## config.mk

```make
export PLATFORM = sky130hd
export DESIGN_NAME = binary_blob_centroid_extent_unit_flat
export DESIGN_NICKNAME = d
export VERILOG_FILES = /design/src/bbce_pkg.sv /design/src/bbce_if.sv /design/src/bbce_accum.sv /design/src/bbce_div.sv /design/src/binary_blob_centroid_extent_unit.sv /design/src/flat_wrapper.sv
export SDC_FILE = /design/constraint.sdc
export NUM_CORES = 1
export LEC_CHECK = 0
export BUFFER_PORTS_ARGS = -buffer_cell sky130_fd_sc_hd__buf_2
export CELL_PAD_IN_SITES_DETAIL_PLACEMENT = 1
export CELL_PAD_IN_SITES_GLOBAL_PLACEMENT = 1
export CORE_ASPECT_RATIO = 1.5
export CORE_MARGIN = 1
export CORE_UTILIZATION = 35
export DETAILED_ROUTE_END_ITERATION = 10
export GPL_ROUTABILITY_DRIVEN = 0
export GPL_TIMING_DRIVEN = 1
export HOLD_SLACK_MARGIN = 0.03
export PLACE_DENSITY = 0.58
export SLEW_MARGIN = 15
export SYNTH_ARGS = -nofsm -noshare
export SYNTH_HDL_FRONTEND = slang
export SYNTH_SLANG_ARGS = --single-unit
```

## constraint.sdc

```tcl
create_clock -name clock -period 10.4 [get_ports clock]
set_clock_uncertainty 0.05 [all_clocks]
set_input_delay 0.52 -clock clock [delete_from_list [all_inputs] [get_ports clock]]
set_output_delay 0.52 -clock clock [all_outputs]
set_load 0.01 [all_outputs]
```

## src/bbce_pkg.sv

```systemverilog
// shared constants and types of the blob centroid and extent unit
package bbce_pkg;

   localparam int DEF_MAX_DIM = 2048;
   localparam int CFG_W       = 12;
   localparam int OUT_W       = 11;
   localparam int CSR_IDX_W   = 4;

   localparam logic [CSR_IDX_W-1:0] REG_FRAME_WIDTH  = CSR_IDX_W'(0);
   localparam logic [CSR_IDX_W-1:0] REG_FRAME_HEIGHT = CSR_IDX_W'(1);

   localparam logic [CFG_W-1:0] FRAME_WIDTH_RESET  = CFG_W'(1100);
   localparam logic [CFG_W-1:0] FRAME_HEIGHT_RESET = CFG_W'(1100);

   typedef struct packed {
      logic busy;
      logic done;
   } bbce_div_status_type;

endpackage

```

## src/bbce_if.sv

```systemverilog
// item channels and register write channel of the blob centroid and extent unit
interface bbce_req_if import bbce_pkg::*; ();
   logic valid;
   logic ready;
   logic pixel_set;

   modport source (output valid, output pixel_set, input ready);
   modport sink   (input valid, input pixel_set, output ready);
endinterface

interface bbce_rsp_if import bbce_pkg::*; ();
   logic             valid;
   logic             ready;
   logic [OUT_W-1:0] center_x;
   logic [OUT_W-1:0] center_y;
   logic [OUT_W-1:0] radius;
   logic             frame_empty;

   modport source (output valid, output center_x, output center_y, output radius,
                   output frame_empty, input ready);
   modport sink   (input valid, input center_x, input center_y, input radius,
                   input frame_empty, output ready);
endinterface

interface bbce_csr_if import bbce_pkg::*; ();
   logic                 valid;
   logic                 ready;
   logic [CSR_IDX_W-1:0] index;
   logic [CFG_W-1:0]     data;

   modport source (output valid, output index, output data, input ready);
   modport sink   (input valid, input index, input data, output ready);
endinterface

```

## src/bbce_accum.sv

```systemverilog
// raster position tracking and running sums, counts and maxima of set pixels
module bbce_accum import bbce_pkg::*; #(
   parameter int MAX_DIM = DEF_MAX_DIM,
   localparam int POS_W = $clog2(MAX_DIM),
   localparam int CNT_W = 2 * POS_W + 1,
   localparam int SUM_W = 3 * POS_W + 1
) (
   input  logic             clock,
   input  logic             reset,
   input  logic             fire,
   input  logic             pixel_set,
   input  logic [CFG_W-1:0] frame_width,
   input  logic [CFG_W-1:0] frame_height,
   output logic             frame_end,
   output logic [SUM_W-1:0] sum_x_total,
   output logic [SUM_W-1:0] sum_y_total,
   output logic [CNT_W-1:0] count_total,
   output logic [POS_W-1:0] max_x_total,
   output logic [POS_W-1:0] max_y_total
);

   localparam logic [CFG_W:0] DIM_LIMIT = (CFG_W + 1)'(MAX_DIM);

   logic [POS_W-1:0] col_ff, col_in, row_ff, row_in;
   logic [SUM_W-1:0] sum_x_ff, sum_y_ff;
   logic [CNT_W-1:0] count_ff;
   logic [POS_W-1:0] max_x_ff, max_y_ff;
   logic [POS_W-1:0] last_col, last_row;
   logic [CFG_W:0]   width_ext, height_ext;
   logic             row_end;

   // last column and row index after clamping the size to 1..MAX_DIM
   always_comb begin
      width_ext  = {1'b0, frame_width};
      height_ext = {1'b0, frame_height};
      if (frame_width == '0) begin
         last_col = '0;
      end else if (width_ext > DIM_LIMIT) begin
         last_col = POS_W'(MAX_DIM - 1);
      end else begin
         last_col = POS_W'(width_ext - 1'b1);
      end
      if (frame_height == '0) begin
         last_row = '0;
      end else if (height_ext > DIM_LIMIT) begin
         last_row = POS_W'(MAX_DIM - 1);
      end else begin
         last_row = POS_W'(height_ext - 1'b1);
      end
   end

   assign row_end   = col_ff >= last_col;
   assign frame_end = row_end && (row_ff >= last_row);

   // totals including the pixel now offered
   always_comb begin
      sum_x_total = sum_x_ff;
      sum_y_total = sum_y_ff;
      count_total = count_ff;
      max_x_total = max_x_ff;
      max_y_total = max_y_ff;
      if (pixel_set) begin
         sum_x_total = sum_x_ff + SUM_W'(col_ff);
         sum_y_total = sum_y_ff + SUM_W'(row_ff);
         count_total = count_ff + 1'b1;
         if (col_ff > max_x_ff) begin
            max_x_total = col_ff;
         end
         if (row_ff > max_y_ff) begin
            max_y_total = row_ff;
         end
      end
   end

   always_comb begin
      col_in = col_ff + 1'b1;
      row_in = row_ff;
      if (row_end) begin
         col_in = '0;
         row_in = row_ff + 1'b1;
      end
   end

   always_ff @(posedge clock) begin
      if (reset || (fire && frame_end)) begin
         col_ff   <= '0;
         row_ff   <= '0;
         sum_x_ff <= '0;
         sum_y_ff <= '0;
         count_ff <= '0;
         max_x_ff <= '0;
         max_y_ff <= '0;
      end else if (fire) begin
         col_ff   <= col_in;
         row_ff   <= row_in;
         sum_x_ff <= sum_x_total;
         sum_y_ff <= sum_y_total;
         count_ff <= count_total;
         max_x_ff <= max_x_total;
         max_y_ff <= max_y_total;
      end
   end

endmodule

```

## src/bbce_div.sv

```systemverilog
// restoring divider, one quotient bit per cycle, quotient known to fit a position
module bbce_div import bbce_pkg::*; #(
   parameter int MAX_DIM = DEF_MAX_DIM,
   localparam int POS_W = $clog2(MAX_DIM),
   localparam int CNT_W = 2 * POS_W + 1,
   localparam int SUM_W = 3 * POS_W + 1,
   localparam int STEP_W = $clog2(POS_W)
) (
   input  logic                clock,
   input  logic                reset,
   input  logic                start,
   input  logic [SUM_W-1:0]    dividend,
   input  logic [CNT_W-1:0]    divisor,
   output logic [POS_W-1:0]    quotient,
   output bbce_div_status_type status
);

   localparam logic [STEP_W-1:0] LAST_STEP = STEP_W'(POS_W - 1);

   logic [CNT_W-1:0]  rem_ff, rem_in;
   logic [POS_W-1:0]  quo_ff, quo_in;
   logic [CNT_W-1:0]  div_ff;
   logic [STEP_W-1:0] step_ff;
   logic              busy_ff, done_ff;
   logic [CNT_W:0]    rem_shift, diff;

   // quotient bits shift in at the bottom as dividend bits leave the top
   always_comb begin
      rem_shift = {rem_ff, quo_ff[POS_W-1]};
      diff      = rem_shift - {1'b0, div_ff};
      if (diff[CNT_W]) begin
         rem_in = rem_shift[CNT_W-1:0];
         quo_in = {quo_ff[POS_W-2:0], 1'b0};
      end else begin
         rem_in = diff[CNT_W-1:0];
         quo_in = {quo_ff[POS_W-2:0], 1'b1};
      end
   end

   always_ff @(posedge clock) begin
      if (reset) begin
         busy_ff <= 1'b0;
         done_ff <= 1'b0;
         step_ff <= '0;
      end else begin
         done_ff <= busy_ff && (step_ff == LAST_STEP);
         if (start) begin
            busy_ff <= 1'b1;
            step_ff <= '0;
         end else if (busy_ff) begin
            step_ff <= step_ff + 1'b1;
            if (step_ff == LAST_STEP) begin
               busy_ff <= 1'b0;
            end
         end
      end
   end

   // high part of the dividend is below the divisor since the mean stays under MAX_DIM
   always_ff @(posedge clock) begin
      if (start) begin
         rem_ff <= dividend[SUM_W-1:POS_W];
         quo_ff <= dividend[POS_W-1:0];
         div_ff <= divisor;
      end else if (busy_ff) begin
         rem_ff <= rem_in;
         quo_ff <= quo_in;
      end
   end

   assign quotient    = quo_ff;
   assign status.busy = busy_ff;
   assign status.done = done_ff;

endmodule

```

## src/binary_blob_centroid_extent_unit.sv

```systemverilog
// Binary blob centroid and extent unit.
// req_bus takes one binary pixel per item in raster order; the block counts
// column and row itself from the frame_width and frame_height registers,
// written over csr_bus (index 0 width, index 1 height, always ready).
// Ordinary pixels are taken one per cycle while the block is idle and give
// no result. The last pixel of a frame starts two divisions (sum of columns
// and of rows by the pixel count) on one shared restoring divider that makes
// one quotient bit a cycle; req_bus.ready stays low through both divisions
// and until the result is loaded into the rsp_bus output register.
// rsp_bus gives center_x, center_y, radius and frame_empty; an empty frame
// skips the divider and reports frame_empty with zero fields.
// While a result waits for rsp_bus.ready the block keeps taking pixels of the
// next frame; a second frame end's result waits until the register is free.
// Synchronous reset clears the running sums, position and pending result and
// sets both size registers to 1100.
module binary_blob_centroid_extent_unit import bbce_pkg::*; #(
   parameter int MAX_DIM = DEF_MAX_DIM
) (
   input  logic       clock,
   input  logic       reset,
   bbce_req_if.sink   req_bus,
   bbce_rsp_if.source rsp_bus,
   bbce_csr_if.sink   csr_bus
);

   localparam int POS_W = $clog2(MAX_DIM);
   localparam int CNT_W = 2 * POS_W + 1;
   localparam int SUM_W = 3 * POS_W + 1;

   localparam logic [1:0] ST_IDLE = 2'd0;
   localparam logic [1:0] ST_DIVX = 2'd1;
   localparam logic [1:0] ST_DIVY = 2'd2;
   localparam logic [1:0] ST_FIN  = 2'd3;

   logic [1:0]       state_ff, state_in;
   logic [CFG_W-1:0] width_ff, height_ff;
   logic             req_fire, frame_end;
   logic [SUM_W-1:0] sum_x_total, sum_y_total;
   logic [CNT_W-1:0] count_total;
   logic [POS_W-1:0] max_x_total, max_y_total;

   logic [SUM_W-1:0] sum_y_ff, sum_y_in;
   logic [CNT_W-1:0] count_ff, count_in;
   logic [POS_W-1:0] max_x_ff, max_x_in, max_y_ff, max_y_in;
   logic [POS_W-1:0] cx_ff, cx_in, cy_ff, cy_in;
   logic             empty_ff, empty_in;

   logic                div_start;
   logic [SUM_W-1:0]    div_dividend;
   logic [CNT_W-1:0]    div_divisor;
   logic [POS_W-1:0]    div_quotient;
   bbce_div_status_type div_status;

   logic             rsp_valid_ff, rsp_valid_in, rsp_load;
   logic [OUT_W-1:0] rsp_cx_ff, rsp_cy_ff, rsp_rad_ff;
   logic             rsp_empty_ff;
   logic [POS_W-1:0] dx, dy, rad;
   logic [OUT_W+POS_W-1:0] cx_wide, cy_wide, rad_wide;

   assign req_bus.ready = state_ff == ST_IDLE;
   assign req_fire      = req_bus.valid && req_bus.ready;
   assign csr_bus.ready = 1'b1;

   always_ff @(posedge clock) begin
      if (reset) begin
         width_ff  <= FRAME_WIDTH_RESET;
         height_ff <= FRAME_HEIGHT_RESET;
      end else if (csr_bus.valid) begin
         case (csr_bus.index)
            REG_FRAME_WIDTH:  width_ff  <= csr_bus.data;
            REG_FRAME_HEIGHT: height_ff <= csr_bus.data;
            default: ;
         endcase
      end
   end

   bbce_accum #(.MAX_DIM(MAX_DIM)) accum_inst (
      .clock       (clock),
      .reset       (reset),
      .fire        (req_fire),
      .pixel_set   (req_bus.pixel_set),
      .frame_width (width_ff),
      .frame_height(height_ff),
      .frame_end   (frame_end),
      .sum_x_total (sum_x_total),
      .sum_y_total (sum_y_total),
      .count_total (count_total),
      .max_x_total (max_x_total),
      .max_y_total (max_y_total)
   );

   bbce_div #(.MAX_DIM(MAX_DIM)) div_inst (
      .clock   (clock),
      .reset   (reset),
      .start   (div_start),
      .dividend(div_dividend),
      .divisor (div_divisor),
      .quotient(div_quotient),
      .status  (div_status)
   );

   // radius from the finished centroid; the mean never exceeds the maximum
   always_comb begin
      dx  = max_x_ff - cx_ff;
      dy  = max_y_ff - cy_ff;
      rad = (dx > dy) ? dx : dy;
      if (empty_ff) begin
         cx_wide  = '0;
         cy_wide  = '0;
         rad_wide = '0;
      end else begin
         cx_wide  = {{OUT_W{1'b0}}, cx_ff};
         cy_wide  = {{OUT_W{1'b0}}, cy_ff};
         rad_wide = {{OUT_W{1'b0}}, rad};
      end
   end

   always_comb begin
      state_in     = state_ff;
      sum_y_in     = sum_y_ff;
      count_in     = count_ff;
      max_x_in     = max_x_ff;
      max_y_in     = max_y_ff;
      cx_in        = cx_ff;
      cy_in        = cy_ff;
      empty_in     = empty_ff;
      div_start    = 1'b0;
      div_dividend = sum_y_ff;
      div_divisor  = count_ff;
      rsp_load     = 1'b0;
      case (state_ff)
         ST_IDLE: begin
            div_dividend = sum_x_total;
            div_divisor  = count_total;
            if (req_fire && frame_end) begin
               sum_y_in = sum_y_total;
               count_in = count_total;
               max_x_in = max_x_total;
               max_y_in = max_y_total;
               if (count_total == '0) begin
                  empty_in = 1'b1;
                  state_in = ST_FIN;
               end else begin
                  empty_in  = 1'b0;
                  div_start = 1'b1;
                  state_in  = ST_DIVX;
               end
            end
         end
         ST_DIVX: begin
            if (div_status.done) begin
               cx_in     = div_quotient;
               div_start = 1'b1;
               state_in  = ST_DIVY;
            end
         end
         ST_DIVY: begin
            if (div_status.done) begin
               cy_in    = div_quotient;
               state_in = ST_FIN;
            end
         end
         ST_FIN: begin
            if (!rsp_valid_ff || rsp_bus.ready) begin
               rsp_load = 1'b1;
               state_in = ST_IDLE;
            end
         end
         default: begin
            state_in = ST_IDLE;
         end
      endcase
   end

   assign rsp_valid_in = rsp_load || (rsp_valid_ff && !rsp_bus.ready);

   always_ff @(posedge clock) begin
      if (reset) begin
         state_ff     <= ST_IDLE;
         rsp_valid_ff <= 1'b0;
      end else begin
         state_ff     <= state_in;
         rsp_valid_ff <= rsp_valid_in;
      end
   end

   always_ff @(posedge clock) begin
      sum_y_ff <= sum_y_in;
      count_ff <= count_in;
      max_x_ff <= max_x_in;
      max_y_ff <= max_y_in;
      cx_ff    <= cx_in;
      cy_ff    <= cy_in;
      empty_ff <= empty_in;
      if (rsp_load) begin
         rsp_cx_ff    <= cx_wide[OUT_W-1:0];
         rsp_cy_ff    <= cy_wide[OUT_W-1:0];
         rsp_rad_ff   <= rad_wide[OUT_W-1:0];
         rsp_empty_ff <= empty_ff;
      end
   end

   assign rsp_bus.valid       = rsp_valid_ff;
   assign rsp_bus.center_x    = rsp_cx_ff;
   assign rsp_bus.center_y    = rsp_cy_ff;
   assign rsp_bus.radius      = rsp_rad_ff;
   assign rsp_bus.frame_empty = rsp_empty_ff;

   a_done_in_div: assert property (@(posedge clock) disable iff (reset)
      div_status.done |-> (state_ff == ST_DIVX || state_ff == ST_DIVY))
      else $error("divider finished outside a division step");

   a_rsp_from_fin: assert property (@(posedge clock) disable iff (reset)
      $rose(rsp_valid_ff) |-> $past(state_ff) == ST_FIN)
      else $error("result raised without a finished frame");

   a_mean_below_max: assert property (@(posedge clock) disable iff (reset)
      (state_ff == ST_FIN && !empty_ff) |-> (cx_ff <= max_x_ff && cy_ff <= max_y_ff))
      else $error("centroid beyond largest position");

   a_empty_zero: assert property (@(posedge clock) disable iff (reset)
      (rsp_valid_ff && rsp_empty_ff) |->
         (rsp_cx_ff == '0 && rsp_cy_ff == '0 && rsp_rad_ff == '0))
      else $error("empty frame with nonzero fields");

   a_no_div_in_idle: assert property (@(posedge clock) disable iff (reset)
      (state_ff == ST_FIN || state_ff == ST_IDLE) |-> !div_status.busy)
      else $error("divider busy outside a division step");

endmodule
```

## src/flat_wrapper.sv

```systemverilog
// flat-port wrapper written by rule: the top's interface ports become plain ports
module binary_blob_centroid_extent_unit_flat import bbce_pkg::*;
#(
   parameter int MAX_DIM = DEF_MAX_DIM
)
  (clock, reset, req_bus_valid, req_bus_pixel_set, req_bus_ready, rsp_bus_valid, rsp_bus_center_x, rsp_bus_center_y, rsp_bus_radius, rsp_bus_frame_empty, rsp_bus_ready, csr_bus_valid, csr_bus_index, csr_bus_data, csr_bus_ready);
  bbce_req_if req_bus_i ();
  bbce_rsp_if rsp_bus_i ();
  bbce_csr_if csr_bus_i ();
  input  logic clock;
  input  logic reset;
  input wire logic [$bits(req_bus_i.valid)-1:0] req_bus_valid;
  input wire logic [$bits(req_bus_i.pixel_set)-1:0] req_bus_pixel_set;
  output wire logic [$bits(req_bus_i.ready)-1:0] req_bus_ready;
  output wire logic [$bits(rsp_bus_i.valid)-1:0] rsp_bus_valid;
  output wire logic [$bits(rsp_bus_i.center_x)-1:0] rsp_bus_center_x;
  output wire logic [$bits(rsp_bus_i.center_y)-1:0] rsp_bus_center_y;
  output wire logic [$bits(rsp_bus_i.radius)-1:0] rsp_bus_radius;
  output wire logic [$bits(rsp_bus_i.frame_empty)-1:0] rsp_bus_frame_empty;
  input wire logic [$bits(rsp_bus_i.ready)-1:0] rsp_bus_ready;
  input wire logic [$bits(csr_bus_i.valid)-1:0] csr_bus_valid;
  input wire logic [$bits(csr_bus_i.index)-1:0] csr_bus_index;
  input wire logic [$bits(csr_bus_i.data)-1:0] csr_bus_data;
  output wire logic [$bits(csr_bus_i.ready)-1:0] csr_bus_ready;
  assign req_bus_i.valid = req_bus_valid;
  assign req_bus_i.pixel_set = req_bus_pixel_set;
  assign req_bus_ready = req_bus_i.ready;
  assign rsp_bus_valid = rsp_bus_i.valid;
  assign rsp_bus_center_x = rsp_bus_i.center_x;
  assign rsp_bus_center_y = rsp_bus_i.center_y;
  assign rsp_bus_radius = rsp_bus_i.radius;
  assign rsp_bus_frame_empty = rsp_bus_i.frame_empty;
  assign rsp_bus_i.ready = rsp_bus_ready;
  assign csr_bus_i.valid = csr_bus_valid;
  assign csr_bus_i.index = csr_bus_index;
  assign csr_bus_i.data = csr_bus_data;
  assign csr_bus_ready = csr_bus_i.ready;
  binary_blob_centroid_extent_unit #(.MAX_DIM(MAX_DIM)) u_core (.clock(clock), .reset(reset), .req_bus(req_bus_i), .rsp_bus(rsp_bus_i), .csr_bus(csr_bus_i));
endmodule
```

Word level (Yosys, flattened, before mapping)
Cells that the tools add are included. W data, S select, Z words.

Output and inout port bits: 37. Logic and storage cells: 116. Bits of input ports: 22. Register bits: 361.

Mux-type cells: 37. Add/sub/neg operators: 11. Eq/ne operators: 9. Reduce and logical (&&, ||, !) cells: 24. $lt $le $gt $ge: 7.

Operators by type and width (count): $mux W11 (12); $mux W23 (5); $mux W34 (3); $add A34 B11 Y34 (2); $gt A11 B11 Y1 (3); $gt A12 B12 Y1 const B (2); $logic_not A12 Y1 (2); $sub A24 B23 Y24 (1); $add A23 B1 Y23 const B (1); $logic_not A23 Y1 (1); $add A11 B1 Y11 const B (2); $ge A11 B11 Y1 (2); $sub A11 B1 Y11 const B (2); $sub A11 B11 Y11 (2); $reduce_and A2 Y1 (6); $mux W1 (10); $mux W2 (5); $pmux W2 S4 (1); $ne A2 B2 Y1 const B (3); $logic_and A1 B1 Y1 (5); $add A4 B1 Y4 const B (1); $eq A2 B2 Y1 const B (2); $eq A4 B1 Y1 const B (1); $eq A4 B4 Y1 const B (1); 10 further kinds (13).

Longest topological paths before layout
Gate-level depths: netlist (run 1).

Word-level depth: 9. Gate-level depth with buffers: 20. Gate-level depth less buffers: 17.

Cells and area by module
A second synthesis (run 1) with hierarchy kept.

Cells, all modules: 2255. Area total of the unflattened synthesis: 21748.4 um2.

By module, submodules not included: bbce_accum (cells an instance 1294, sequential area each 2702.6 um2, times used 1, area each 10068.4 um2); binary_blob_centroid_extent_unit (cells an instance 591, sequential area each 4624.4 um2, times used 1, area each 7731.2 um2); bbce_div (cells an instance 370, sequential area each 1831.8 um2, times used 1, area each 3948.8 um2).

Worst setup path before layout (run 1)
No wires, ideal clock.

Kind: register -> register. Start: register u_core.width_ff[0]. End: register u_core.count_ff[0], enable pin. Path buffers: 1. Data required time: 9.916 ns. Stages on the path, launching flop included: 16. Clock period less this slack: 5.047 ns. Arrival time: 4.564 ns. Setup time: 0.434 ns. Setup slack: 5.353 ns. Path through: dfxtp_1 -> inv_1 -> ha_1 -> nand3b_1 -> or3_1 -> or2_1 -> clkbuf_1 -> o21a_1 -> a211oi_1 -> ha_1 -> o2111ai_1 -> o21ai_1 -> o211ai_1 -> a31oi_1 -> o21ai_1 -> inv_1.

Longest elaborated chain between the ends: 7. Elaborated cells between the ends (all ways): 9. Those cells by class: add/sub: 1; order compare: 2; mux: 2; reduce/logical: 4.

RTL lines: start: declaration (RTL line binary_blob_centroid_extent_unit.sv:36) `logic [CFG_W-1:0] width_ff, height_ff;`; start signal: assignment (RTL line binary_blob_centroid_extent_unit.sv:70) `REG_FRAME_WIDTH: width_ff <= csr_bus.data;`; $sub A11 B1 Y11 / $gt A12 B12 Y1 (equally long branches) (RTL line bbce_accum.sv:41, bbce_accum.sv:38); $mux W11 (RTL line bbce_accum.sv:38) `end else if (width_ext > DIM_LIMIT) begin`; $mux W11 * (RTL line bbce_accum.sv:36) `if (frame_width == '0) begin`; $ge A11 B11 Y1 * (RTL line bbce_accum.sv:52) `assign row_end = col_ff >= last_col;`; $logic_and A1 B1 Y1 * (RTL line bbce_accum.sv:53) `assign frame_end = row_end && (row_ff >= last_row);`; $logic_and A1 B1 Y1 * (RTL line binary_blob_centroid_extent_unit.sv:135) `if (req_fire && frame_end) begin`; $reduce_and A2 Y1 (no source line) *; end signal: assignment (RTL line binary_blob_centroid_extent_unit.sv:189) `count_ff <= count_in;`; end: declaration (RTL line binary_blob_centroid_extent_unit.sv:43) `logic [CNT_W-1:0] count_ff, count_in;`.

Mark *: on every way between the ends. The rest lies on a longest branch, timed or not. A chain may end at the register's enable or synchronous reset.

Worst setup path after layout (run 1)
Start: register u_core.width_ff[0]. End: register u_core.div_inst.quo_ff[3], in the netlist u_core.div_inst.quotient[3], data pin.

Longest elaborated chain between the ends: 9. Elaborated cells between the ends (all ways): 11. Those cells by class: add/sub: 1; order compare: 2; mux: 5; reduce/logical: 3.

RTL lines: $sub A11 B1 Y11 / $gt A12 B12 Y1 (equally long branches) (RTL line bbce_accum.sv:41, bbce_accum.sv:38); $mux W11 (RTL line bbce_accum.sv:38); $mux W11 * (RTL line bbce_accum.sv:36); $ge A11 B11 Y1 * (RTL line bbce_accum.sv:52); $logic_and A1 B1 Y1 * (RTL line bbce_accum.sv:53); $logic_and A1 B1 Y1 * (RTL line binary_blob_centroid_extent_unit.sv:135); $mux W1 * (RTL line binary_blob_centroid_extent_unit.sv:135); $pmux W1 S2 * (RTL line binary_blob_centroid_extent_unit.sv:131) `case (state_ff)`; $mux W11 * (RTL line bbce_div.sv:61) `if (start) begin`; end signal: assignment (RTL line bbce_div.sv:63) `quo_ff <= dividend[POS_W-1:0];`; end signal: assignment (RTL line bbce_div.sv:67) `quo_ff <= quo_in;`; end: declaration (RTL line bbce_div.sv:21) `logic [POS_W-1:0] quo_ff, quo_in;`.

Marks and branches as above.

==> results.sh, run 1 <==
export IMPL_status="completed"
export IMPL_die_w_um=201
export IMPL_r2r_end="u_core.div_inst.quotient[3]"
export IMPL_min_to="u_core.width_ff[2]"
export IMPL_r2r_setup_slack_ps=4930
export IMPL_postCtsSetupRepairBufs=0
export IMPL_period_share_pct=52.6
export IMPL_synth_fp_nets=2334
export IMPL_hold_viol=0
export IMPL_min_delay_path_class="in2reg"
export IMPL_p_total_mw=3.65
export IMPL_core_um2=58200
export IMPL_worstSetupStartpoint="u_core.width_ff[0]"
export IMPL_synthCells=2176
export IMPL_maxCapViolations=0
export IMPL_synth_edf_count=193
export IMPL_slew_headroom_pct=21.9
export IMPL_tns_ps=0
export IMPL_grt_pass1_vias=16802
export IMPL_cp_required_ps=10650
export IMPL_finalSetupViolCount=0
export IMPL_vias=15752
export IMPL_grt_max_degree=80
export IMPL_start_kind="flip-flop"
export IMPL_io_pins=59
export IMPL_min_from="csr_bus_data[2]"
export IMPL_critical_path_cell_chain="inv_1, ha_1, nand3b_1, or3_1, or2_1, o21a_1, a211oi_1, ha_1, o2111ai_1, o21ai_1, o211ai_1, a31oi_1, o21ai_1, o21bai_4, buf_4, buf_4, mux2_1"
export IMPL_overflow=0
export IMPL_min_path_cells=3
export IMPL_finalInstanceArea_um2=23200
export IMPL_dp_hpwl_um=43900
export IMPL_synth_top_area_share_pct=27.9
export IMPL_start_util_pct=35.6
export IMPL_avgSynthCellArea_um2=9.53
export IMPL_numCtsBuffers=40
export IMPL_ys_async_sr_fraction_pct=0
export IMPL_detail_route_antenna_nets=0
export IMPL_clkSinkCount=361
export IMPL_clkLatencyLatePin_ps=550
export IMPL_totalWireLength_um=58800
export IMPL_yosysWarnings=0
export IMPL_synth_seq_cells=361
export IMPL_io_buffers=57
export IMPL_power_leakage_nw=8.89
export IMPL_irDropWorstVdd_uv=91.8
export IMPL_die_h_um=300
export IMPL_synth_compound_area_share_pct=11.7
export IMPL_postCtsHoldBufs=0
export IMPL_yosys_area_share_simple_pct=17.1
export IMPL_reg2regPathDepth=17
export IMPL_drt_iter0_markers=511
export IMPL_fillers=6586
export IMPL_synth_top_family_by_area="simple AND/OR/NAND/NOR gates"
export IMPL_timing_final_crit_period_ps=5470
export IMPL_critPathSlowestCell="buf_4"
export IMPL_drive_gt1_share_pct=10.0
export IMPL_vias_per_cell=5.25
export IMPL_synthAdderAreaFrac_pct=8.44
export IMPL_grt_setup_unrepaired="false"
export IMPL_clk_pin_slew_worst_paths_ps=60
export IMPL_ys_flop_type="edfxtp_1"
export IMPL_final_nets=2358
export IMPL_antenna_found_initial=1
export IMPL_synth_area_mux_share_pct=5.36
export IMPL_cp_data_arrival_time_ps=5720
export IMPL_antenna_cells=0
export IMPL_grt_pass1_wl_um=92500
export IMPL_ctsRootBufferMaster="clkbuf_16"
export IMPL_crit_type="reg2reg"
export IMPL_seq_area_um2=9160
export IMPL_cts_tree="yes"
export IMPL_drcViolationCount=0
export IMPL_cts_resized_gates=0
export IMPL_fmax_mhz=183
export IMPL_r2r_start="u_core.width_ff[0]"
export IMPL_synth_area_um2=20700
export IMPL_placementRows=108
export IMPL_place_area_um2=21800
export IMPL_synth_top_area_cell="edfxtp_1"
export IMPL_multiInputGateArea_um2=10800
export IMPL_area_growth_pct=12.0
export IMPL_path_max_fanout=50
export IMPL_finalMaxSlewViolations=0
export IMPL_dr_pass1_iters=5
export IMPL_synth_cell_types=72
export IMPL_max_stage_delay_ps=600
export IMPL_cts_max_level=2
export IMPL_synth_area_leaders="edfxtp_1 28%, dfxtp_1 16%, ha_1 7.9%, nor2_1 5.4%, xnor2_1 5.2%"
export IMPL_cp_end_kind="flip-flop"
export IMPL_routedWlPerCell_um=19.6
export IMPL_track_usage_pct=19.5
export IMPL_ys_seq_area_share_pct=44.2
export IMPL_synthXorXnorAreaFrac_pct=9.08
export IMPL_worstMarginPinSlew_ps=1170
export IMPL_cts_path_max_buffers=3
export IMPL_die_area_um2=60200
export IMPL_powerDensity_nw_per_um2=157
-- synth_stat cells (all sizes together), types with 3 or more instances --
cell and n:
a2111oi 5, a211o 10, a211oi 17, a21boi 4, a21o 20, a21oi 147
a22oi 3, a31oi 10, and2 14, and3 29, and4 5, buf 35
clkbuf 65, dfxtp 168, edfxtp 193, fa 5, ha 131, inv 120
mux2 46, mux2i 57, nand2 160, nand2b 14, nand3 51, nand3b 9
nand4 38, nor2 300, nor2b 22, nor3 52, nor3b 4, nor4 21
o2111ai 3, o211ai 16, o21a 33, o21ai 65, o21ba 6, o21bai 10
o22ai 7, o311ai 3, o31ai 8, o41ai 3, or2 13, or3 20
or4 4, xnor2 124, xor2 91
-- cells by family after synthesis --
| kind of cell | Yosys count |
|---|---|
| flops | 361 |
| fa+ha+maj | 137 |
| buf+inv | 221 |
| mux | 103 |
| compound gates | 379 |
| other cells | 1 |
| simple gates | 759 |
| xor+xnor | 215 |
-- layer usage --
metal  global-route usage [%]  wire [um]  vias up
met5                        0         12        -
met4                     8.34       2340        2
met3                     2.03       1270       90
met2                     37.9      31700      174
met1                     21.2      23400     7798
li1                         -          -     7688
-- area by class of cell --
cell class / count / share of cell area, %
clock inverter: 22 / 1.19
tap: 770 / 4.15
clock buffer: 52 / 4.77
inverter: 121 / 1.96
timing repair buffer: 82 / 2.10
multi-input combinational: 1594 / 46.4
sequential: 361 / 39.4
-- worst max-delay path by stage --
stage	end	slack (ps)	cells after the start
finish	u_core.div_inst.quotient[3]	4930	17
global route	u_core.accum_inst.max_x_ff[10]	4380	17
CTS	u_core.accum_inst.max_x_ff[0]	4770	17
detailed placement	u_core.accum_inst.max_x_ff[0]	4800	17
global placement	u_core.accum_inst.max_x_ff[0]	4880	17
floorplan	u_core.count_ff[0]	5350	15
-- state kept, by name, indices dropped and copies added, names as in the netlist, 12 cells and up --
name,flops
u_core.accum_inst.sum_x_ff,34
u_core.accum_inst.sum_y_ff,34
u_core.sum_y_ff,34
u_core.accum_inst.count_ff,23
u_core.count_ff,23
u_core.div_inst.div_ff,23
u_core.div_inst.rem_ff,23
u_core.height_ff,12
u_core.width_ff,12
-- critical path: cells and delay by family, from the launching register on --
kind,cells,cell delay [ps]
fa+ha+maj,2,390
mux,1,380
compound gates,8,2070
flops,1,330
buf+inv,3,1100
simple gates,3,880
-- cell usage in the layout, fill, tap and decap left out, types with 23 or more instances in the layout --
cell type	n
ha_1	130
a21oi_1	143
o21ai_0	37
mux2_2	34
o21ai_1	28
nand3_1	51
nand4_1	37
xnor2_1	123
buf_2	57
nor2_1	298
inv_1	119
nor3_1	52
clkbuf_16	42
edfxtp_1	193
dfxtp_1	168
mux2i_1	57
nand2_1	159
buf_4	23
and3_1	29
o21a_1	33
xor2_1	91
-- stage by stage --
step	setup slack [ps]	hold WS (ps)	std cells	util, %
after floorplan	5350	387	2176	-
after global placement	4880	411	2926	37.4
after detailed placement	4800	420	2928	37.5
after CTS	4770	148	3002	39.9
after global routing	4380	178	3002	39.9
final	4930	171	3002	39.9
-- where the power goes --
part,switching [mW],internal [mW]
sequential,0.0325,1.55
combinational,0.373,0.182
clock,0.610,0.906
Power figures use the tool's default switching activity.
==> run 2: changes to the inputs <==
Settings changed: PLACE_DENSITY 0.58 to 0.6.
Clock period 10.4 ns to 4.42 ns, I/O delays scaled along.
==> run 2 against run 1 <==
First-iteration DRC count up 8.4%. Sequential power up 130%. Design area up 2.1%. Utilization up 0.82 points. Wire length up 0.60%. Hold slack worse by 110 ps. Critical path type unchanged. Largest power group unchanged.
==> results.sh, run 2 (same netlist as run 1, synthesis figures left out) <==
export IMPL_period_share_pct=93.2
export IMPL_drcViolationCount=0
export IMPL_finalMaxSlewViolations=0
export IMPL_cts_path_max_buffers=3
export IMPL_cts_max_level=2
export IMPL_drt_iter0_markers=554
export IMPL_cts_tree="yes"
export IMPL_power_leakage_nw=9.09
export IMPL_path_max_fanout=21
export IMPL_dr_pass1_iters=4
export IMPL_tns_ps=0
export IMPL_overflow=0
export IMPL_powerDensity_nw_per_um2=360
export IMPL_io_pins=59
export IMPL_start_kind="flip-flop"
export IMPL_reg2regPathDepth=18
export IMPL_die_w_um=201
export IMPL_hold_viol=0
export IMPL_slew_headroom_pct=22.0
export IMPL_finalSetupViolCount=0
export IMPL_place_area_um2=22100
export IMPL_drive_gt1_share_pct=11.9
export IMPL_final_nets=2410
export IMPL_area_growth_pct=14.3
export IMPL_dp_hpwl_um=45100
export IMPL_grt_max_degree=58
export IMPL_routedWlPerCell_um=19.4
export IMPL_cp_required_ps=4660
export IMPL_layout_commonest_cell="nor2_1"
export IMPL_totalWireLength_um=59100
export IMPL_numCtsBuffers=39
export IMPL_status="completed"
export IMPL_reg_top3="u_core.accum_inst.sum_x_ff (34), u_core.accum_inst.sum_y_ff (34), u_core.sum_y_ff (34)"
export IMPL_track_usage_pct=19.6
export IMPL_final_cell_mix="299 x nor2_1, 193 x edfxtp_1, 167 x dfxtp_1"
export IMPL_grt_setup_unrepaired="false"
export IMPL_min_delay_path_class="in2reg"
export IMPL_start_util_pct=35.6
export IMPL_p_total_mw=8.54
export IMPL_clkSinkCount=361
export IMPL_detail_route_antenna_nets=0
export IMPL_vias=15834
export IMPL_core_um2=58200
export IMPL_worstMarginPinSlew_ps=1170
export IMPL_placementRows=108
export IMPL_vias_per_cell=5.19
export IMPL_grt_pass1_vias=16983
export IMPL_antenna_found_initial=1
export IMPL_io_buffers=57
export IMPL_irDropWorstVdd_uv=275
export IMPL_clkLatencyLatePin_ps=540
export IMPL_crit_type="reg2reg"
export IMPL_cp_end_kind="flip-flop"
export IMPL_fmax_mhz=243
export IMPL_dp_cells=2960
export IMPL_fin_cells=3052
export IMPL_cp_data_arrival_time_ps=4360
export IMPL_min_path_cells=4
export IMPL_maxCapViolations=0
export IMPL_ctsRootBufferMaster="clkbuf_16"
export IMPL_clk_pin_slew_worst_paths_ps=60
export IMPL_grt_pass1_wl_um=93500
export IMPL_fin_util_pct=40.7
export IMPL_die_h_um=300
export IMPL_antenna_cells=0
export IMPL_finalInstanceArea_um2=23700
export IMPL_timing_final_crit_period_ps=4120
export IMPL_die_area_um2=60200
[run 2: metrics by stage]
step / worst slack, ps / hold WS (ps)
floorplan: -5.96 / 295
finish: 301 / 62.6
global route: 7.65 / 67.7
global placement: 276 / 412
CTS: 80.7 / 34.4
detailed placement: 98.9 / 408
[run 2: power by group]
group,switching (mW),internal [mW],leakage [nW],total (mW)
Sequential,0.0574,3.64,3.01,3.70
Combinational,0.894,0.466,5.45,1.36
Clock,1.45,2.03,0.636,3.48
Total,2.40,6.14,9.09,8.54
[run 2: final timing paths]
kind,end,from,slack (ps)
setup / recovery,u_core.rsp_bus.radius[8],u_core.max_y_ff[0],300
hold / removal,u_core.rsp_bus.valid,rsp_bus_ready,60
setup reg to reg,u_core.rsp_bus.radius[8],u_core.max_y_ff[0],300
hold reg to reg,u_core.accum_inst.sum_y_ff[5],u_core.accum_inst.sum_y_ff[5],430
[run 2: critical path, cell delays in order (launching register included)]
cell	delay, ps
edfxtp_1	380
inv_1	70
ha_1	160
inv_1	50
fa_1	390
a21o_1	190
a21oi_1	220
o21bai_1	130
a2111oi_2	460
o31ai_1	130
a21oi_1	210
xnor2_1	120
ha_1	320
nand4_1	90
o32ai_1	240
nor2_1	70
buf_4	200
and2_1	170
o21ba_2	210
[run 2: routing by layer]
metal,GRT usage (%),up-vias,routed length [um]
met1,21.8,7763,24000
met5,0,-,13
met2,36.7,189,30600
met4,9.91,2,3070
met3,2.08,108,1360
li1,-,7772,-
[run 2: layout make-up]
| type | count | area, um^2 |
|---|---|---|
| Clock buffer | 46 | 1100 |
| Clock inverter | 25 | 267 |
| Fill cell | 6573 | 34500 |
| Inverter | 121 | 458 |
| Multi-Input combinational cell | 1594 | 10800 |
| Sequential cell | 361 | 9160 |
| Tap cell | 770 | 963 |
| Timing Repair Buffer | 135 | 948 |
[run 2: repair_timing]
item                                    4_1_cts  5_1_grt
hold endpoints to repair                     22        0
resized for setup                             0        8
setup buffers                                 0        1
hold buffers                                 19        0
endpoints found under the setup margin        0      285
==> run 3: changes to the inputs <==
Settings changed: CORE_ASPECT_RATIO 1.5 to default.
==> run 3 against run 2 <==
Global-route usage down 0.24 points. Fmax decreased by 0.55%. Via count increased by 0.21%. Design area hardly changed. Flip-flop and latch count did not move. Non-clock buffer count is 15 lower.
==> results.sh, run 3 (same netlist as run 1, synthesis figures left out) <==
export IMPL_top_usage_layer="met2"
export IMPL_seq_area_um2=9160
export IMPL_reg_top3="u_core.accum_inst.sum_x_ff (34), u_core.accum_inst.sum_y_ff (34), u_core.sum_y_ff (34)"
export IMPL_final_cell_mix="299 x nor2_1, 193 x edfxtp_1, 167 x dfxtp_1"
export IMPL_ctsRootBufferMaster="clkbuf_16"
export IMPL_routedWlPerCell_um=19.0
export IMPL_start_util_pct=35.7
export IMPL_cp_required_ps=4710
export IMPL_maxCapViolations=0
export IMPL_final_nets=2399
export IMPL_fillers=6554
export IMPL_cp_data_arrival_time_ps=4430
export IMPL_cts_path_max_buffers=3
export IMPL_track_usage_pct=19.3
export IMPL_die_h_um=245
export IMPL_fmax_mhz=241
export IMPL_clk_pin_slew_worst_paths_ps=60
export IMPL_die_area_um2=60200
export IMPL_cts_max_level=2
export IMPL_power_leakage_nw=9.09
export IMPL_layout_commonest_cell="nor2_1"
export IMPL_fin_ws_ps=278
export IMPL_crit_type="reg2reg"
export IMPL_critical_path_cell_chain="inv_1, ha_1, inv_1, fa_1, a21o_1, a21oi_1, o21bai_1, a2111oi_2, o31ai_1, a21oi_1, xnor2_1, ha_1, nand4_1, o32ai_1, nor2_1, buf_4, and2_1, o21ba_2"
export IMPL_fin_util_pct=40.7
export IMPL_max_stage_delay_ps=430
export IMPL_irDropWorstVdd_uv=248
export IMPL_totalWireLength_um=57800
export IMPL_finalSetupViolCount=0
export IMPL_grt_util_met2_pct=30.0
export IMPL_cts_tree="yes"
export IMPL_dp_slack_ps=155
export IMPL_placementRows=88
export IMPL_slew_headroom_pct=27.3
export IMPL_worstMarginPinSlew_ps=1070
export IMPL_io_buffers=57
export IMPL_drive_gt1_share_pct=11.2
export IMPL_core_um2=58100
export IMPL_grt_max_degree=125
export IMPL_use_met1_pct=28.3
export IMPL_tns_ps=0
export IMPL_grt_util_met3_pct=2.51
export IMPL_drt_iter0_markers=819
export IMPL_start_kind="flip-flop"
export IMPL_min_delay_path_class="in2reg"
export IMPL_period_share_pct=93.7
export IMPL_die_w_um=245
export IMPL_critPathSlowestCell="a2111oi_2"
export IMPL_area_growth_pct=14.2
export IMPL_clkLatencyLatePin_ps=590
export IMPL_place_area_um2=22000
export IMPL_grt_setup_unrepaired="false"
export IMPL_multiInputGateArea_um2=10800
export IMPL_vias_per_cell=5.22
export IMPL_io_pins=59
export IMPL_grt_pass1_vias=16387
export IMPL_dp_hpwl_um=42300
export IMPL_vias=15867
export IMPL_detail_route_antenna_nets=0
export IMPL_timing_final_crit_period_ps=4140
export IMPL_status="completed"
export IMPL_hold_viol=0
export IMPL_drcViolationCount=0
export IMPL_antenna_found_initial=0
export IMPL_dr_pass1_iters=4
export IMPL_antenna_cells=0
export IMPL_finalMaxSlewViolations=0
export IMPL_path_max_fanout=21
export IMPL_cp_end_kind="flip-flop"
export IMPL_clkSinkCount=361
export IMPL_overflow=0
export IMPL_powerDensity_nw_per_um2=368
export IMPL_p_total_mw=8.73
export IMPL_grt_pass1_wl_um=91700
export IMPL_numCtsBuffers=43
export IMPL_finalInstanceArea_um2=23700
[run 3: changes by cell type in the layout (fill, tap and decap cells not counted), sizes merged]
cell      previous run  this run
clkinv               9        14
clkinvlp            12         7
buf                115       100
clkbuf              47        54
bufinv               4         5
[run 3: metrics by stage]
stage,cells,hold slack (ps)
6_report,3040,100
5_1_grt,3040,115
4_1_cts,3035,67.6
3_5_place_dp,2937,417
3_3_place_gp,2937,410
2_1_floorplan,2176,295
[run 3: worst paths after layout]
path | from | to | slack [ps] | depth (start not counted)
worst max-delay path | u_core.max_y_ff[0] | u_core.rsp_bus.radius[3] | 280 | 18
worst min-delay path | csr_bus_index[1] | u_core.width_ff[5] | 100 | 5
worst max register to register | u_core.max_y_ff[0] | u_core.rsp_bus.radius[3] | 280 | 18
worst min register to register | u_core.accum_inst.sum_y_ff[6] | u_core.accum_inst.sum_y_ff[6] | 430 | 2
[run 3: metal layers]
layer,share of wire (%),vias up,routed length (um)
li1,-,7771,-
met1,51,7821,29700
met2,44,210,25200
met3,3.2,65,1860
met4,1.8,0,1020
met5,0,-,0
[run 3: what timing repair did]
item / CTS / global route
endpoints found under the hold margin: 25 / 0
buffers inserted: 0 / 3
hold buffers: 19 / 0
gates resized for setup: 0 / 5
endpoints found under the setup margin: 0 / 51
[run 3: final cells by class]
type	count	share of cell area [%]
Timing Repair Buffer	120	3.70
Sequential cell	361	38.7
Clock inverter	26	1.32
Clock buffer	53	4.79
Multi-Input combinational cell	1594	45.5
Tap cell	765	4.04
Inverter	121	1.93
[run 3: where the power goes]
group | internal [mW] | leakage, nW | switching, mW
sequential | 3.64 | 3.01 | 0.0593
combinational | 0.460 | 5.39 | 0.907
clock | 2.14 | 0.691 | 1.52
[run 3: critical path: cells and delay by family, from the launching register on]
family / cells / cell delay, ps
AO/OA/AOI/OAI: 8 / 1810
XOR/XNOR: 1 / 130
adder cells (fa/ha/maj): 3 / 870
buffers and inverters: 3 / 320
flip-flops: 1 / 360
AND/OR/NAND/NOR: 3 / 350
